**src/hw/rtl/fdg_pkg.sv**
```systemverilog
package fdg_pkg;

    // Frame geometry and the depth of the stored previous frame.
    localparam int FRAME_WIDTH  = 932;
    localparam int FRAME_HEIGHT = 576;
    localparam int STORE_DEPTH  = FRAME_WIDTH * FRAME_HEIGHT;
    localparam int STORE_AW     = $clog2(STORE_DEPTH);

    // Pixel layout: blue, green, red, alpha from the least significant byte up.
    localparam int PIXEL_W   = 32;
    localparam int CHANNEL_W = 8;

    // Register map: byte address 4*i selects register i.
    localparam int PADDR_W = 3;
    localparam int PDATA_W = 32;

    typedef enum logic {
        REG_DIFF_MODE = 1'b0,
        REG_UNUSED    = 1'b1
    } t_reg_index;

    typedef logic [STORE_AW-1:0] t_store_addr;
    typedef logic [PIXEL_W-1:0]  t_pixel;

    // Status that travels with the stored pixel read back for one item.
    typedef struct packed {
        logic first_frame;
        logic frame_last;
    } t_store_status;

endpackage

```
**src/hw/rtl/fdg_pixel_diff.sv**
```systemverilog
module fdg_pixel_diff
    import fdg_pkg::*;
(
    input  t_pixel i_pixel,
    input  t_pixel i_prev,
    input  logic   i_first_frame,
    input  logic   i_diff_mode,
    output t_pixel o_pixel
);

    localparam logic [CHANNEL_W-1:0] GrayMax = '1;

    t_pixel               prev;
    logic [CHANNEL_W-1:0] diff [3];
    logic [CHANNEL_W+1:0] sum;
    logic [CHANNEL_W-1:0] gray;

    // Before a full frame has been stored the previous pixel reads as zero.
    assign prev = i_first_frame ? '0 : i_prev;

    // Absolute difference of blue, green and red; alpha takes no part.
    always_comb begin
        for (int c = 0; c < 3; c++) begin
            if (i_pixel[c*CHANNEL_W +: CHANNEL_W] >= prev[c*CHANNEL_W +: CHANNEL_W]) begin
                diff[c] = i_pixel[c*CHANNEL_W +: CHANNEL_W] - prev[c*CHANNEL_W +: CHANNEL_W];
            end else begin
                diff[c] = prev[c*CHANNEL_W +: CHANNEL_W] - i_pixel[c*CHANNEL_W +: CHANNEL_W];
            end
        end
    end

    // Sum the three channels and saturate at full white.
    always_comb begin
        sum  = {2'b00, diff[0]} + {2'b00, diff[1]} + {2'b00, diff[2]};
        gray = (sum > {2'b00, GrayMax}) ? GrayMax : sum[CHANNEL_W-1:0];
    end

    // Difference mode gives opaque gray; passthrough gives the pixel as is.
    assign o_pixel = i_diff_mode ? {GrayMax, gray, gray, gray} : i_pixel;

endmodule

```
**config.mk**
```make
export PLATFORM = sky130hd
export DESIGN_NAME = fdg_pixel_diff
export DESIGN_NICKNAME = d
export VERILOG_FILES = /design/src/hw/rtl/fdg_pkg.sv /design/src/hw/rtl/fdg_pixel_diff.sv
export SDC_FILE = /design/constraint.sdc
export NUM_CORES = 1
export LEC_CHECK = 0
export BUFFER_PORTS_ARGS = -buffer_cell sky130_fd_sc_hd__buf_4
export CAP_MARGIN = 25
export CORE_MARGIN = 2
export CORE_UTILIZATION = 58
export DETAILED_ROUTE_END_ITERATION = 12
export GPL_ROUTABILITY_DRIVEN = 1
export GPL_TIMING_DRIVEN = 0
export PLACE_DENSITY_LB_ADDON = 0.05
export SYNTH_ARGS = -nofsm -noshare
export SYNTH_HDL_FRONTEND = slang
export SYNTH_SLANG_ARGS = --single-unit
```
**constraint.sdc**
```tcl
create_clock -name vclk -period 9.94
set_input_delay 0.497 -clock vclk [all_inputs]
set_output_delay 0.497 -clock vclk [all_outputs]
set_load 0.01 [all_outputs]
```
==> results_dict.tcl, run 1 <==
set metrics [dict create \
    grt_usage 0.276 \
    floorplan.initialDensity 0.611 \
    port_buffers 90 \
    rsz0062_at_grt "no" \
    finalSetupTns_ns 0 \
    arrival_ns 5.84 \
    flops_and_latches 0 \
    finalNetCount 620 \
    setup_ws_ns 3.60 \
    slew_viol_final 0 \
    fin_cells 550 \
    period_share 0.638 \
    syn_inst 393 \
    synth.largest_area_cell "ha_1" \
    slew_headroom 0.601 \
    netlist_top_cells_area "ha_1 23%, fa_1 10%, inv_1 8.3%" \
    top_layer_used "met4" \
    finalSetupViolCount 0 \
    synthMostInstantiatedCell "inv_1" \
    die_h_microns 75.0 \
    die_area_sq_um 5630 \
    crit_path_start_kind "primary input" \
    ys_warn_count 0 \
    cp_max_fo 10 \
    avgViaCountPerCell 5.58 \
    finish.utilization 0.770 \
    drc_errors 0 \
    nClkBuffers 0 \
    ir_worst_vdd_v 0.000135 \
    die_x_microns 75.0 \
    hold_ws_ns 1.26 \
    diodes 0 \
    syn_to_final_growth_pct 26.0 \
    synth.distinct_cells 37 \
    final.min_clock_period_ns 6.34 \
    final_area_sq_um 3680 \
    dpl_cell_area_sq_um 3680 \
    num_io_pins 98 \
    ctsResizeCount 0 \
    finalHoldViolCount 0 \
    globalplace.congestion 0.918 \
    wl_met2_microns 3920 \
    wl_microns 7880 \
    first_global_vias 2774 \
    total_power_mw 0.735 \
    critPathCaptureType "output pin" \
    drtAntennaViolNets 0 \
    worstMarginPinSlew_ns 0.599 \
    grt_max_degree 11 \
    timing.fmax_mhz 158 \
    vias 3067 \
    yosysTopAreaCellShare 0.231 \
    route.met3.wl_microns 449 \
    syn-num-nets 528 \
    required_ns 9.44 \
    avgSynthCellArea_sq_um 7.44 \
    place_inst 550 \
    maxCapViolations 0 \
    antenna_found_initial 0 \
    netlist_area_sq_um 2920 \
    synthTopCellsByCount "65 x inv_1, 54 x ha_1, 45 x a21oi_1" \
    status "finished clean" \
    drt_iter0_drc 133 \
    seq_area_sq_um 0 \
    drive_gt1_frac 0.244 \
    p_leak_nw 2.04 \
    crit_type "in -> out" \
    holdBufCountCts 0 \
    grt_pass1_wl_microns 12200 \
    gr-total-overflow 0 \
    fillers 401 \
    rows 25 \
    firstDrtPassIters 4 \
    core_area_sq_um 4790 \
    post_cts_buffers 0 \
    pre_cts_slack_ns 3.57 \
    power_density_nw_per_um2 200 \
    dp_hpwl_microns 6780 \
    wl_per_cell_microns 14.3 \
    wl_met1_microns 3440 \
    min_path_type "in -> out" \
    ys_seq_area_frac 0 \
]
-- power breakdown --
group | internal, mW | switching [mW] | total [mW]
Clock | 0 | 0 | 0
Sequential | 0 | 0 | 0
Combinational | 0.305 | 0.430 | 0.735
Total | 0.305 | 0.430 | 0.735
-- cell families (layout without fill, tap and decap cells) --
kind of cell	after synthesis	count (layout)	synth area share
AO/OA/AOI/OAI	109	109	0.252
XOR/XNOR	22	22	0.0659
AND/OR/NAND/NOR	90	90	0.160
multiplexers	21	21	0.0732
buffers and inverters	82	172	0.115
adder cells (fa/ha/maj)	69	69	0.334
-- critical path, stage by stage --
cell,delay (ns)
buf_4,0.13
clkbuf_1,0.26
nand2b_1,0.26
inv_1,0.07
ha_1,0.17
inv_1,0.06
fa_1,0.38
nand3_1,0.11
a31oi_1,0.14
a211oi_4,0.49
mux2_2,0.42
fa_1,0.48
ha_1,0.26
fa_1,0.44
a211oi_2,0.23
nor2_1,0.08
o31a_1,0.28
o41ai_4,0.58
buf_6,0.23
a21oi_1,0.09
buf_4,0.17
-- cells in the final DEF, fill, tap and decap left out, drive strengths merged --
master  count
and3        1
or2         8
a311oi      2
o41ai       1
a211oi     11
a31oi      12
ha         54
nand3b      4
o31a        1
a21oi      48
o21a        1
and2        2
clkbuf     10
a311o       1
nand2b     24
inv        65
nand4       8
nand3       4
o21bai      2
mux2i      18
buf        97
o211ai      1
nand2      10
mux2        3
a21o       18
fa         15
nor2b       1
xor2       13
o21ai      11
nor2       28
xnor2       9
-- worst paths after layout --
path	from	end	slack (ns)	depth (start not counted)
min	i_pixel[30]	o_pixel[30]	1.26	3
max	i_first_frame	o_pixel[3]	3.60	21
-- layer usage --
layer	track usage	vias up
met5	0	-
met4	0.0258	0
met3	0.00937	6
met2	0.501	110
met1	0.377	1444
li1	-	1507
-- layout make-up --
cell class / count / area, sq um / area share
Inverter: 65 / 244 / 0.0662
Tap cell: 67 / 83.8 / 0.0228
Buffer: 17 / 91.3 / 0.0248
Multi-Input combinational cell: 311 / 2590 / 0.703
Timing Repair Buffer: 90 / 676 / 0.183
No activity file was read; power rests on OpenSTA's default activity.
==> run 2, diff against run 1 <==
--- a/config.mk
+++ b/config.mk
@@ -8,7 +8,7 @@
 export BUFFER_PORTS_ARGS = -buffer_cell sky130_fd_sc_hd__buf_4
 export CAP_MARGIN = 25
 export CORE_MARGIN = 2
-export CORE_UTILIZATION = 58
+export CORE_UTILIZATION = 54
 export DETAILED_ROUTE_END_ITERATION = 12
 export GPL_ROUTABILITY_DRIVEN = 1
 export GPL_TIMING_DRIVEN = 0
==> constraint.sdc (replaced) <==
create_clock -name vclk -period 6.05
set_input_delay 0.3025 -clock vclk [all_inputs]
set_output_delay 0.3025 -clock vclk [all_outputs]
set_load 0.01 [all_outputs]
==> results_dict.tcl, run 2 (synthesis results as in run 1) <==
set metrics [dict create \
    status "finished clean" \
    cp_cell_sequence "buf_4 > clkbuf_2 > nand2b_1 > inv_1 > ha_1 > inv_1 > fa_1 > nand3_1 > a31oi_1 > a211oi_4 > mux2_2 > fa_1 > ha_1 > fa_1 > a211oi_2 > nor2_1 > o31a_1 > o41ai_4 > buf_6 > a21oi_1 > buf_4" \
    syn_to_final_growth_pct 26.2 \
    antenna_found_initial 0 \
    finalSetupViolCount 0 \
    die_h_microns 77.6 \
    drt_iter0_drc 149 \
    crit_type "in -> out" \
    grt_max_degree 11 \
    globalplace.congestion 0.877 \
    diodes 0 \
    slew_headroom 0.583 \
    slowest_delay_ns 0.58 \
    wl_microns 8020 \
    finalSetupTns_ns 0 \
    wl_per_cell_microns 14.5 \
    required_ns 5.75 \
    cp_max_fo 10 \
    worstMarginPinSlew_ns 0.626 \
    place_inst 553 \
    gr-total-overflow 0 \
    grt_usage 0.270 \
    crit_top_cell "fa_1" \
    arrival_ns 5.52 \
    hold_ws_ns 0.866 \
    cp-endpoint "o_pixel[20]" \
    final.min_clock_period_ns 5.83 \
    final_area_sq_um 3690 \
    cp_slowest_cell "o41ai_4" \
    rsz0062_at_grt "no" \
    timing.fmax_mhz 172 \
    power_density_nw_per_um2 328 \
    finalHoldViolCount 0 \
    p_leak_nw 2.04 \
    total_power_mw 1.21 \
    avgViaCountPerCell 5.41 \
    grt_pass1_wl_microns 13500 \
    layout_commonest_cell "buf_4" \
    num_io_pins 98 \
    vias 2990 \
    floorplan.initialDensity 0.565 \
    setup_ws_ns 0.225 \
    rows 26 \
    period_share 0.963 \
    final_cell_mix "90 x buf_4, 65 x inv_1, 54 x ha_1" \
    finalNetCount 620 \
    die_area_sq_um 6020 \
    drtAntennaViolNets 0 \
    slew_viol_final 0 \
    dp_hpwl_microns 6940 \
    fin_cells 553 \
    finish.utilization 0.713 \
    min_path_type "in -> out" \
    dpl_cell_area_sq_um 3690 \
    core_area_sq_um 5170 \
    nClkBuffers 0 \
    crit_path_start_kind "primary input" \
    drive_gt1_frac 0.248 \
    ctsResizeCount 0 \
    seq_area_sq_um 0 \
    die_x_microns 77.6 \
    port_buffers 90 \
    drc_errors 0 \
    firstDrtPassIters 4 \
    first_global_vias 2945 \
    flops_and_latches 0 \
    pre_cts_slack_ns 0.101 \
    post_cts_buffers 0 \
    holdBufCountCts 0 \
    maxCapViolations 0 \
    critPathCaptureType "output pin" \
    worstSetupStartpoint "i_first_frame" \
    ir_worst_vdd_v 0.000498 \
]
==> run 2: cell counts in the layout (fill, tap and decap cells not counted) <==
No cell type changed its count.
==> run 2: worst min path at each step <==
stage	start	end	slack (ns)	cells past startpoint
global route	i_pixel[25]	o_pixel[25]	0.88	3
CTS	i_pixel[31]	o_pixel[31]	0.87	3
global placement	i_pixel[31]	o_pixel[31]	0.87	3
finish	i_pixel[31]	o_pixel[31]	0.87	3
floorplan	i_pixel[24]	o_pixel[24]	0.71	1
detailed placement	i_pixel[31]	o_pixel[31]	0.87	3
==> run 2: report_power, final <==
part | leakage, nW | switching (mW) | total [mW] | internal (mW)
logic | 2.04 | 0.707 | 1.21 | 0.504
clock network | 0 | 0 | 0 | 0
registers | 0 | 0 | 0 | 0
==> run 2: layout make-up <==
cell class | instances | area [sq um]
tap | 70 | 87.6
fill | 467 | 1480
timing repair buffer | 90 | 676
buffer | 17 | 93.8
multi-input combinational | 311 | 2590
inverter | 65 | 244
==> run 2: worst max-delay path: cells and delay by family <==
| family | cells | cell delay [ns] |
|---|---|---|
| buffers and inverters | 6 | 0.86 |
| adder cells (fa/ha/maj) | 5 | 1.71 |
| multiplexers | 1 | 0.42 |
| AO/OA/AOI/OAI | 6 | 1.77 |
| AND/OR/NAND/NOR | 3 | 0.41 |
==> run 2: metal layers <==
| metal | part of all wire | track usage |
|---|---|---|
| met1 | 0.46 | 0.386 |
| met2 | 0.47 | 0.468 |
| met3 | 0.060 | 0.00930 |
| met4 | 0.0096 | 0.0232 |
| met5 | 0 | 0 |
